===== config.mk =====
export PLATFORM = sky130hd
export DESIGN_NAME = distributed_mutex_node_unit
export DESIGN_NICKNAME = d
export VERILOG_FILES = /design/src/dmn_pkg.sv /design/src/dmn_ram.sv /design/src/dmn_ctrl.sv /design/src/dmn_datapath.sv /design/src/distributed_mutex_node_unit.sv
export SDC_FILE = /design/constraint.sdc
export NUM_CORES = 1
export LEC_CHECK = 0
export ABC_AREA = 1
export BUFFER_PORTS_ARGS = -buffer_cell sky130_fd_sc_hd__buf_2
export CORE_ASPECT_RATIO = 1.75
export CORE_UTILIZATION = 60
export DETAILED_ROUTE_END_ITERATION = 10
export PLACE_DENSITY = 0.78
export SLEW_MARGIN = 20
export SYNTH_ARGS = -nofsm -noshare
export SYNTH_HDL_FRONTEND = slang
export SYNTH_HIERARCHICAL = 1
export SYNTH_SLANG_ARGS = --single-unit
export TNS_END_PERCENT = 20

===== constraint.sdc =====
create_clock -name i_clk -period 8.51 [get_ports i_clk]
set_input_delay 1.702 -clock i_clk [delete_from_list [all_inputs] [get_ports i_clk]]
set_output_delay 1.702 -clock i_clk [all_outputs]
set_load 0.05 [all_outputs]

===== src/dmn_pkg.sv =====
`default_nettype none
// ----------------------------------------------------------------------------
// dmn_pkg: shared types and codes of the distributed mutex node
// Word layouts, command and result codes, register indexes, the phase
// encoding and the control/status bundles between controller and datapath.
// ----------------------------------------------------------------------------
package dmn_pkg;

    // Field widths of the input and result words.
    localparam int CMD_W   = 2;
    localparam int ID_W    = 4;
    localparam int STAMP_W = 16;
    localparam int KIND_W  = 2;

    // Configuration port.
    localparam int CFG_IDX_W  = 2;
    localparam int CFG_DATA_W = 16;

    localparam logic [CFG_IDX_W-1:0] CFG_NODE_ID     = 2'd0;
    localparam logic [CFG_IDX_W-1:0] CFG_NODE_COUNT  = 2'd1;
    localparam logic [CFG_IDX_W-1:0] CFG_ENTRY_LIMIT = 2'd2;
    localparam logic [CFG_IDX_W-1:0] CFG_START_CLOCK = 2'd3;

    // Reset values of the configuration registers.
    localparam logic [3:0]  RST_NODE_ID     = 4'd0;
    localparam logic [4:0]  RST_NODE_COUNT  = 5'd2;
    localparam logic [7:0]  RST_ENTRY_LIMIT = 8'd5;
    localparam logic [15:0] RST_START_CLOCK = 16'd1;

    // Input commands.
    localparam logic [CMD_W-1:0] CMD_REQUEST = 2'd0;
    localparam logic [CMD_W-1:0] CMD_MESSAGE = 2'd1;
    localparam logic [CMD_W-1:0] CMD_LEAVE   = 2'd2;

    // Message kinds.
    localparam logic MSG_REQUEST  = 1'b0;
    localparam logic MSG_RESPONSE = 1'b1;

    // Result kinds.
    localparam logic [KIND_W-1:0] OUT_BROADCAST = 2'd0;
    localparam logic [KIND_W-1:0] OUT_RESPONSE  = 2'd1;
    localparam logic [KIND_W-1:0] OUT_GRANT     = 2'd2;

    // Input word.
    typedef struct packed {
        logic [CMD_W-1:0]   command;
        logic               msg_kind;
        logic [ID_W-1:0]    sender_id;
        logic [STAMP_W-1:0] sender_clock;
    } t_in_word;

    // Result word.
    typedef struct packed {
        logic [KIND_W-1:0]  out_kind;
        logic [ID_W-1:0]    dest_id;
        logic [STAMP_W-1:0] stamp;
        logic               last;
    } t_out_word;

    // Protocol phase of the node.
    typedef enum logic [2:0] {
        PH_IDLE   = 3'b001,
        PH_WAIT   = 3'b010,
        PH_INSIDE = 3'b100
    } t_phase;

    // Controller to datapath.
    typedef struct packed {
        logic capture;
        logic exec;
        logic emit;
    } t_dp_cmd;

    // Datapath to controller.
    typedef struct packed {
        logic out_free;
        logic flush_go;
        logic last_entry;
    } t_dp_status;

endpackage
`default_nettype wire


===== src/dmn_ram.sv =====
`default_nettype none
// ----------------------------------------------------------------------------
// dmn_ram: generic single-port-write RAM with registered read
// One write and one read address per cycle; read data is registered and
// appears in the cycle after the address.
// ----------------------------------------------------------------------------
module dmn_ram #(
    parameter int WIDTH = 16,
    parameter int DEPTH = 16
) (
    input  wire logic                     i_clk,
    input  wire logic                     i_we,
    input  wire logic [$clog2(DEPTH)-1:0] i_waddr,
    input  wire logic [WIDTH-1:0]         i_wdata,
    input  wire logic [$clog2(DEPTH)-1:0] i_raddr,
    output logic      [WIDTH-1:0]         o_rdata
);

    logic [WIDTH-1:0] r_mem [DEPTH];

    // Write port and registered read port.
    always_ff @(posedge i_clk) begin
        if (i_we) begin
            r_mem[i_waddr] <= i_wdata;
        end
        o_rdata <= r_mem[i_raddr];
    end

endmodule
`default_nettype wire


===== src/dmn_ctrl.sv =====
`default_nettype none
// ----------------------------------------------------------------------------
// dmn_ctrl: sequencing controller of the mutex node
// Takes one word, lets the datapath execute it, then walks the deferred
// replies one at a time when a leave flushes them.
// ----------------------------------------------------------------------------
module dmn_ctrl (
    input  wire logic                i_clk,
    input  wire logic                i_rst_n,
    input  wire logic                i_in_valid,
    output logic                     o_in_stall,
    input  wire dmn_pkg::t_dp_status i_status,
    output dmn_pkg::t_dp_cmd         o_cmd
);

    typedef enum logic [3:0] {
        ST_IDLE = 4'b0001,
        ST_EXEC = 4'b0010,
        ST_READ = 4'b0100,
        ST_EMIT = 4'b1000
    } t_state;

    t_state r_state;
    t_state n_state;

    // Next state and commands.
    always_comb begin
        n_state       = r_state;
        o_cmd.capture = 1'b0;
        o_cmd.exec    = 1'b0;
        o_cmd.emit    = 1'b0;
        unique case (r_state)
            ST_IDLE: begin
                if (i_in_valid) begin
                    o_cmd.capture = 1'b1;
                    n_state       = ST_EXEC;
                end
            end
            ST_EXEC: begin
                // Execution waits for a free output register.
                if (i_status.out_free) begin
                    o_cmd.exec = 1'b1;
                    n_state    = i_status.flush_go ? ST_READ : ST_IDLE;
                end
            end
            ST_READ: begin
                // Wait state for the stamp memory read.
                n_state = ST_EMIT;
            end
            ST_EMIT: begin
                if (i_status.out_free) begin
                    o_cmd.emit = 1'b1;
                    n_state    = i_status.last_entry ? ST_IDLE : ST_READ;
                end
            end
            default: begin
                n_state = ST_IDLE;
            end
        endcase
    end

    always_ff @(posedge i_clk) begin
        if (!i_rst_n) begin
            r_state <= ST_IDLE;
        end else begin
            r_state <= n_state;
        end
    end

    assign o_in_stall = (r_state != ST_IDLE);

endmodule
`default_nettype wire


===== src/dmn_datapath.sv =====
`default_nettype none
// ----------------------------------------------------------------------------
// dmn_datapath: state, clock arithmetic and deferred table of the mutex node
// Holds the configuration, the Lamport clock, the phase and counters, the
// deferred-reply valid bits and stamp memory, and the output register.
// ----------------------------------------------------------------------------
module dmn_datapath #(
    parameter int MAX_NODES  = 16,
    parameter int CLOCK_BITS = 16
) (
    input  wire logic                                i_clk,
    input  wire logic                                i_rst_n,
    input  wire dmn_pkg::t_dp_cmd                    i_cmd,
    output dmn_pkg::t_dp_status                      o_status,
    input  wire dmn_pkg::t_in_word                   i_in_word,
    input  wire logic                                i_out_stall,
    output logic                                     o_out_valid,
    output dmn_pkg::t_out_word                       o_out_word,
    input  wire logic                                i_cfg_we,
    input  wire logic [dmn_pkg::CFG_IDX_W-1:0]       i_cfg_index,
    input  wire logic [dmn_pkg::CFG_DATA_W-1:0]      i_cfg_data
);

    // Only ids below both the table size and the id range can be deferred.
    localparam int TBL_DEPTH = (MAX_NODES < 16) ? MAX_NODES : 16;
    localparam int TBL_AW    = $clog2(TBL_DEPTH);
    localparam int RC_W      = $clog2(MAX_NODES);
    localparam int CMP_W     = (CLOCK_BITS > 16) ? CLOCK_BITS : 16;
    localparam logic [CLOCK_BITS-1:0] CLOCK_TOP = '1;

    // Configuration registers.
    logic [3:0] r_node_id;
    logic [4:0] r_node_count;
    logic [7:0] r_entry_limit;

    // Protocol state.
    logic [CLOCK_BITS-1:0] r_clock,   n_clock;
    logic [CLOCK_BITS-1:0] r_req,     n_req;
    dmn_pkg::t_phase       r_phase,   n_phase;
    logic [RC_W-1:0]       r_reply,   n_reply;
    logic [7:0]            r_entries, n_entries;
    logic [TBL_DEPTH-1:0]  r_valid,   n_valid;
    logic [TBL_DEPTH-1:0]  r_mask,    n_mask;

    // Captured input word and output register.
    dmn_pkg::t_in_word  r_in;
    logic               r_out_valid;
    dmn_pkg::t_out_word r_out_word;

    // Execution results.
    logic                  has_res;
    dmn_pkg::t_out_word    res_word;
    logic                  defer_hit;
    logic                  flush_go;
    logic [TBL_DEPTH-1:0]  flush_mask;
    logic [CLOCK_BITS-1:0] sclk;
    logic [CLOCK_BITS-1:0] clk_upd;
    logic [RC_W-1:0]       needed;
    logic [TBL_AW-1:0]     low_idx;
    logic [TBL_AW-1:0]     sid_idx;
    logic [15:0]           ram_rdata;
    logic [CLOCK_BITS-1:0] start_load;
    logic                  out_free;

    // Sender clock saturated to the clock width.
    always_comb begin
        logic [CMP_W-1:0] ext;
        ext  = CMP_W'(r_in.sender_clock);
        sclk = (ext > CMP_W'(CLOCK_TOP)) ? CLOCK_TOP : CLOCK_BITS'(ext);
    end

    // Start clock saturated to the clock width.
    always_comb begin
        logic [CMP_W-1:0] ext;
        ext        = CMP_W'(i_cfg_data);
        start_load = (ext > CMP_W'(CLOCK_TOP)) ? CLOCK_TOP : CLOCK_BITS'(ext);
    end

    // Lamport update: max of both clocks plus one, saturating at the top.
    always_comb begin
        logic [CLOCK_BITS-1:0] mx;
        mx      = (r_clock > sclk) ? r_clock : sclk;
        clk_upd = (mx == CLOCK_TOP) ? mx : mx + CLOCK_BITS'(1);
    end

    // Responses needed before entry, from a clamped node count.
    always_comb begin
        if (r_node_count < 5'd2) begin
            needed = RC_W'(1);
        end else if (int'(r_node_count) > MAX_NODES) begin
            needed = RC_W'(MAX_NODES - 1);
        end else begin
            needed = RC_W'(r_node_count - 5'd1);
        end
    end

    // Deferred entries to answer on leave; the own slot is dropped silently.
    always_comb begin
        for (int i = 0; i < TBL_DEPTH; i++) begin
            flush_mask[i] = r_valid[i] && (int'(r_node_id) != i);
        end
    end

    // Lowest pending entry of the flush.
    always_comb begin
        low_idx = '0;
        for (int i = TBL_DEPTH - 1; i >= 0; i--) begin
            if (r_mask[i]) begin
                low_idx = TBL_AW'(i);
            end
        end
    end

    assign sid_idx = r_in.sender_id[TBL_AW-1:0];

    // Execution of the captured word.
    always_comb begin
        logic            busy;
        logic            mine;
        logic [RC_W:0]   cnt;
        n_clock   = r_clock;
        n_req     = r_req;
        n_phase   = r_phase;
        n_reply   = r_reply;
        n_entries = r_entries;
        n_valid   = r_valid;
        n_mask    = r_mask;
        has_res   = 1'b0;
        defer_hit = 1'b0;
        flush_go  = 1'b0;
        res_word  = '0;
        res_word.last = 1'b1;
        busy = (r_phase == dmn_pkg::PH_WAIT) || (r_phase == dmn_pkg::PH_INSIDE);
        mine = (r_req < sclk) || ((r_req == sclk) && (r_node_id < r_in.sender_id));
        cnt  = {1'b0, r_reply} + (RC_W+1)'(1);
        unique case (r_in.command)
            dmn_pkg::CMD_REQUEST: begin
                if ((r_phase == dmn_pkg::PH_IDLE) && (r_entries < r_entry_limit)) begin
                    n_req            = r_clock;
                    n_phase          = dmn_pkg::PH_WAIT;
                    n_reply          = '0;
                    has_res          = 1'b1;
                    res_word.out_kind = dmn_pkg::OUT_BROADCAST;
                    res_word.stamp   = 16'(r_clock);
                end
            end
            dmn_pkg::CMD_MESSAGE: begin
                n_clock = clk_upd;
                if (r_in.msg_kind == dmn_pkg::MSG_REQUEST) begin
                    if (busy && mine && (r_in.sender_id != r_node_id)
                            && (int'(r_in.sender_id) < MAX_NODES)) begin
                        defer_hit        = 1'b1;
                        n_valid[sid_idx] = 1'b1;
                    end else begin
                        has_res           = 1'b1;
                        res_word.out_kind = dmn_pkg::OUT_RESPONSE;
                        res_word.dest_id  = r_in.sender_id;
                        res_word.stamp    = 16'(sclk);
                    end
                end else if (r_phase == dmn_pkg::PH_WAIT) begin
                    n_reply = cnt[RC_W-1:0];
                    if (cnt >= {1'b0, needed}) begin
                        n_phase           = dmn_pkg::PH_INSIDE;
                        has_res           = 1'b1;
                        res_word.out_kind = dmn_pkg::OUT_GRANT;
                        res_word.stamp    = 16'(r_req);
                    end
                end
            end
            dmn_pkg::CMD_LEAVE: begin
                if (r_phase == dmn_pkg::PH_INSIDE) begin
                    if (r_entries != 8'hFF) begin
                        n_entries = r_entries + 8'd1;
                    end
                    n_phase  = dmn_pkg::PH_IDLE;
                    n_reply  = '0;
                    n_valid  = '0;
                    n_mask   = flush_mask;
                    flush_go = (flush_mask != '0);
                end
            end
            default: begin
            end
        endcase
    end

    // Deferred stamps; read only where the valid bit was set.
    dmn_ram #(
        .WIDTH(16),
        .DEPTH(TBL_DEPTH)
    ) u_stamp_ram (
        .i_clk  (i_clk),
        .i_we   (i_cmd.exec && defer_hit),
        .i_waddr(sid_idx),
        .i_wdata(16'(sclk)),
        .i_raddr(low_idx),
        .o_rdata(ram_rdata)
    );

    // Input capture.
    always_ff @(posedge i_clk) begin
        if (i_cmd.capture) begin
            r_in <= i_in_word;
        end
    end

    // Configuration registers and protocol state.
    always_ff @(posedge i_clk) begin
        if (!i_rst_n) begin
            r_node_id     <= dmn_pkg::RST_NODE_ID;
            r_node_count  <= dmn_pkg::RST_NODE_COUNT;
            r_entry_limit <= dmn_pkg::RST_ENTRY_LIMIT;
            r_clock       <= CLOCK_BITS'(dmn_pkg::RST_START_CLOCK);
            r_req         <= '0;
            r_phase       <= dmn_pkg::PH_IDLE;
            r_reply       <= '0;
            r_entries     <= '0;
            r_valid       <= '0;
            r_mask        <= '0;
        end else begin
            if (i_cmd.exec) begin
                r_clock   <= n_clock;
                r_req     <= n_req;
                r_phase   <= n_phase;
                r_reply   <= n_reply;
                r_entries <= n_entries;
                r_valid   <= n_valid;
                r_mask    <= n_mask;
            end else if (i_cmd.emit) begin
                // Drop the entry just answered.
                r_mask <= r_mask & (r_mask - TBL_DEPTH'(1));
            end
            if (i_cfg_we) begin
                unique case (i_cfg_index)
                    dmn_pkg::CFG_NODE_ID:     r_node_id     <= i_cfg_data[3:0];
                    dmn_pkg::CFG_NODE_COUNT:  r_node_count  <= i_cfg_data[4:0];
                    dmn_pkg::CFG_ENTRY_LIMIT: r_entry_limit <= i_cfg_data[7:0];
                    dmn_pkg::CFG_START_CLOCK: r_clock       <= start_load;
                    default: begin
                    end
                endcase
            end
        end
    end

    assign out_free = !r_out_valid || !i_out_stall;

    // Output register.
    always_ff @(posedge i_clk) begin
        if (!i_rst_n) begin
            r_out_valid <= 1'b0;
        end else if ((i_cmd.exec && has_res) || i_cmd.emit) begin
            r_out_valid <= 1'b1;
        end else if (!i_out_stall) begin
            r_out_valid <= 1'b0;
        end
    end

    always_ff @(posedge i_clk) begin
        if (i_cmd.exec && has_res) begin
            r_out_word <= res_word;
        end else if (i_cmd.emit) begin
            r_out_word.out_kind <= dmn_pkg::OUT_RESPONSE;
            r_out_word.dest_id  <= 4'(low_idx);
            r_out_word.stamp    <= ram_rdata;
            r_out_word.last     <= ((r_mask & (r_mask - TBL_DEPTH'(1))) == '0);
        end
    end

    assign o_status.out_free   = out_free;
    assign o_status.flush_go   = flush_go;
    assign o_status.last_entry = ((r_mask & (r_mask - TBL_DEPTH'(1))) == '0);
    assign o_out_valid         = r_out_valid;
    assign o_out_word          = r_out_word;

endmodule
`default_nettype wire


===== src/distributed_mutex_node_unit.sv =====
`default_nettype none
// A word accepted is captured in the input register, then executed once the output register
// is free; its result goes to the output register. No new word is taken until the last one,
// including any flush of deferred replies, is done; a flush emits one stamp-memory entry at a time.
// Reset: synchronous, active low; configuration returns to its defaults, the clock to 1,
// all deferred entries are cleared at once; the stamp memory itself is not cleared.
// ----------------------------------------------------------------------------
// distributed_mutex_node_unit: one node of Ricart-Agrawala mutual exclusion
// Lamport-clocked requests, deferred replies and enter grants, built as a
// sequencing controller over a datapath with a deferred-stamp memory.
// ----------------------------------------------------------------------------
module distributed_mutex_node_unit #(
    parameter int MAX_NODES  = 16,
    parameter int CLOCK_BITS = 16
) (
    input  wire logic                           i_clk,
    input  wire logic                           i_rst_n,
    input  wire logic                           i_in_valid,
    output logic                                o_in_stall,
    input  wire dmn_pkg::t_in_word              i_in_word,
    output logic                                o_out_valid,
    input  wire logic                           i_out_stall,
    output dmn_pkg::t_out_word                  o_out_word,
    input  wire logic                           i_cfg_we,
    input  wire logic [dmn_pkg::CFG_IDX_W-1:0]  i_cfg_index,
    input  wire logic [dmn_pkg::CFG_DATA_W-1:0] i_cfg_data
);

    dmn_pkg::t_dp_cmd    dp_cmd;
    dmn_pkg::t_dp_status dp_status;

    // Sequencing controller.
    dmn_ctrl u_ctrl (
        .i_clk     (i_clk),
        .i_rst_n   (i_rst_n),
        .i_in_valid(i_in_valid),
        .o_in_stall(o_in_stall),
        .i_status  (dp_status),
        .o_cmd     (dp_cmd)
    );

    // Datapath with state and deferred table.
    dmn_datapath #(
        .MAX_NODES (MAX_NODES),
        .CLOCK_BITS(CLOCK_BITS)
    ) u_datapath (
        .i_clk      (i_clk),
        .i_rst_n    (i_rst_n),
        .i_cmd      (dp_cmd),
        .o_status   (dp_status),
        .i_in_word  (i_in_word),
        .i_out_stall(i_out_stall),
        .o_out_valid(o_out_valid),
        .o_out_word (o_out_word),
        .i_cfg_we   (i_cfg_we),
        .i_cfg_index(i_cfg_index),
        .i_cfg_data (i_cfg_data)
    );

endmodule
`default_nettype wire


==> run metrics <==
GRT Total Usage=31.9%; vias in the first global route=15400; Setup crit end kind=flop; Row Count=88; number of port buffers=70; DRT Pass-1 Iters=7; count of warnings emitted by yosys=6; RR Endpoint=u_datapath/u_stamp_ram/r_mem[4][15]; largest net degree at the start of global routing=90; Post-DP HPWL=36.9 mm; Synth async-reset ratio=0%; routability cong.=1.00; Tmin final=5.44 ns; layout cells sized above 1=9.50%; post-synthesis simple-gate area fraction=22.3%; outcome=complete, no violations; hold_buf cts=0; post-route clock period utilization=63.9%; count leader, synth=nand2_1; post-route ant nets=0; Initial Util=60.9%; setup_tns=0 ns; post-route non-filler standard cell count=2752; Nets=2418; I/O pin cnt=71; Hold WC Path Type=reg2reg; synth unique cells=50; Pwr Density=191 nW/µm²; H-Tree Depth=2; Residual DRC=0; Crit Path Category=in2reg; Worst VDD drop=0.190 mV; Finished Cell Area=22000 µm²; commonest cells in the netlist=nand2_1 (549), inv_1 (385), edfxtp_1 (301), nand3_1 (246), nor2_1 (148); Die H=244 µm; leading area contributor after synthesis=edfxtp_1; worst r2r src=u_datapath/r_in[13]; hold_sp=u_datapath/r_valid[13]; slowest stage cell, crit path=nor3_1; wire per inst=19.5 µm; syn_nets=2374; Cell Chain, Critical Path=buf_2, nand2_1, inv_1, nor2_1, clkinv_1, nor3_1, nand3b_1, nor2_2; deepest clock path buffer count=3; register area share after synthesis=56.7%; Arr. time, crit path=5.60 ns; Ant. Diodes=0; die width=140 µm; Worst-Margin Slew=1.14 ns; max cap viols=0; hold path cells=2; R2R Setup Slk=3.48 ns; Inst Count DP=2682; clock-pin slew on the worst setup and hold paths=0.06 ns; largest cells by area after synthesis=edfxtp_1 (45%), dfxtp_1 (12%), nand2_1 (10%); clock root buffer=clkbuf_16; first-pass GRT wire length=82.3 mm; Bufs and invs on worst path=3; TritonCTS clock tree=built; Post-Synthesis Cell Area=20100 µm²; Clock Skew=0.0143 ns; Final Routed Wirelength=53.8 mm; placed inst area=20700 µm²; global route total overflow=0; syn avg cell area=8.85 µm²; Syn Inst Count=2274; post_cts resized=0; core box area=33000 µm²; Area growth, synth to finish=9.31%; RSZ-0062 raised after global routing=false; endpoints failing hold=0; ys flop type=edfxtp_1; Pins Over Slew Limit=0; area share of the largest cell type after synthesis=44.9%; CTS sink count=419; Critical Path Fanout Max=19; Final setup viols=0; mux cell area share after synthesis=0%; crit path launch=i_out_stall; Post-synth EDFFs=301; DRT iter0 DRCs=1538; Synth Register Bits=419; Synth Area in XOR/XNOR=0.131%; Setup Fix Bufs, Post-CTS=0; Inserted Clock Buffers=38; reg2reg path depth=11; full die area=34300 µm²; Adder-Cell Fraction of Synth Area=3.36%; required time worst endpoint=8.67 ns; slowest stage delay, CP=0.90 ns; largest family of logic cells by synthesized area=simple AND/OR/NAND/NOR gates; DR vias=15800; Endpoint, Worst Hold=u_datapath/r_valid[13]; via/cell ratio=5.75; Slew HR=23.5%; Startpoint Class=primary input; Skew-Pair Late Insertion Delay=0.54 ns; Hold Slack=0.457 ns; Max Freq=184 MHz; initial antenna violation count=1; Pleak=9.39 nW; Largest delay share family, worst path=simple AND/OR/NAND/NOR gates; compound-gate portion of the synthesized area=7.75%
[logic make-up (layout without fill, tap and decap cells)]
logic type / after synthesis / in the layout
flops: 419 / 419
compound gates: 282 / 282
buf+inv: 485 / 558
xor+xnor: 3 / 3
fa+ha+maj: 54 / 54
simple gates: 1031 / 1031
[cell usage in the layout (no fill, tap or decap), types with 2 or more instances in the layout]
master	synthesis	routed
buf_4	20	23
nor3_1	13	13
o22ai_1	16	16
nor2_1	148	133
a21oi_4	0	2
a31oi_1	6	6
nor2_4	5	6
o21a_1	3	3
nor3_2	4	4
bufinv_16	0	4
nand2_2	17	17
buf_2	26	70
o21ai_0	103	103
nor2_2	9	23
clkbuf_16	0	39
o21ai_1	4	4
clkinvlp_4	0	3
o211ai_1	5	5
edfxtp_1	301	301
clkinv_2	0	7
nor4_1	4	4
nand3b_1	4	4
nand3_2	3	3
o31ai_1	3	3
nand2_1	549	549
inv_1	385	385
ha_1	54	54
clkbuf_1	38	3
inv_6	0	2
a21oi_1	110	107
inv_2	7	5
clkinv_1	3	14
xor2_1	3	3
nand2_4	2	2
nand3_1	246	246
dfxtp_1	118	118
nand4_1	20	20
a21oi_2	3	4
a211oi_1	21	21
[worst register-to-register path: stages (launching register included)]
cell and delay (ns):
edfxtp_1 0.93, inv_1 0.21, ha_1 0.34, a21oi_1 0.14, nor2_1 0.05, a2111oi_0 0.70, nand2_1 0.19, nand2_1 0.11
nand2_1 0.12, nor3_1 0.71, nand3b_1 0.39, nor2_2 0.77
[state kept, by name, summed over array words and instances (netlist names)]
signal and count:
u_ctrl/r_state 4, u_datapath/o_out_valid 1, u_datapath/o_out_word 23, u_datapath/r_clock 16, u_datapath/r_entries 8, u_datapath/r_entry_limit 8
u_datapath/r_in 19, u_datapath/r_mask 16, u_datapath/r_node_count 5, u_datapath/r_node_id 4, u_datapath/r_phase 3, u_datapath/r_reply 4
u_datapath/r_req 16, u_datapath/r_valid 16, u_datapath/sid_idx 4, u_datapath/u_stamp_ram/o_rdata 16, u_datapath/u_stamp_ram/r_mem 256
[power by group]
part	switching (mW)	total (mW)	internal, mW
Clock	0.740	1.70	0.962
Sequential	0.0264	2.24	2.21
Combinational	0.193	0.260	0.0671
Total	0.959	4.20	3.24
[worst max path at each step]
stage,end,slack (ns),depth (start not counted)
after floorplan,u_datapath/u_stamp_ram/r_mem[12][0],4.19,10
after global placement,u_datapath/u_stamp_ram/r_mem[6][1],2.47,8
after detailed placement,u_datapath/u_stamp_ram/r_mem[7][2],2.36,8
after CTS,u_datapath/u_stamp_ram/r_mem[7][12],2.86,8
after global routing,u_datapath/u_stamp_ram/r_mem[4][15],2.87,8
final,u_datapath/u_stamp_ram/r_mem[4][15],3.07,8
[area by class of cell]
class	count	area (µm²)
timing repair buffer	94	551
multi-input combinational	1370	6820
inverter	395	1490
clock buffer	42	987
sequential	419	11400
tap	405	507
fill	2558	11000
clock inverter	27	240
[stage by stage]
step / power (mW) / util, % / setup WS (ns)
floorplan: 2.44 / - / 4.19
global placement: 2.53 / 62.7 / 2.47
detailed placement: 2.54 / 62.7 / 2.36
CTS: 4.21 / 66.4 / 2.86
global route: 4.32 / 66.6 / 2.87
finish: 4.20 / 66.6 / 3.07
[per-layer routing]
layer	wire length (µm)	share of wire (%)	vias to the layer above	global-route usage (%)
met4	4430	8.2	0	24.8
met2	27500	51	750	57.4
met3	3570	6.6	231	4.80
met1	18200	34	7313	33.2
met5	0	0	-	0
li1	-	-	7519	-
Power figures use the tool's default switching activity.
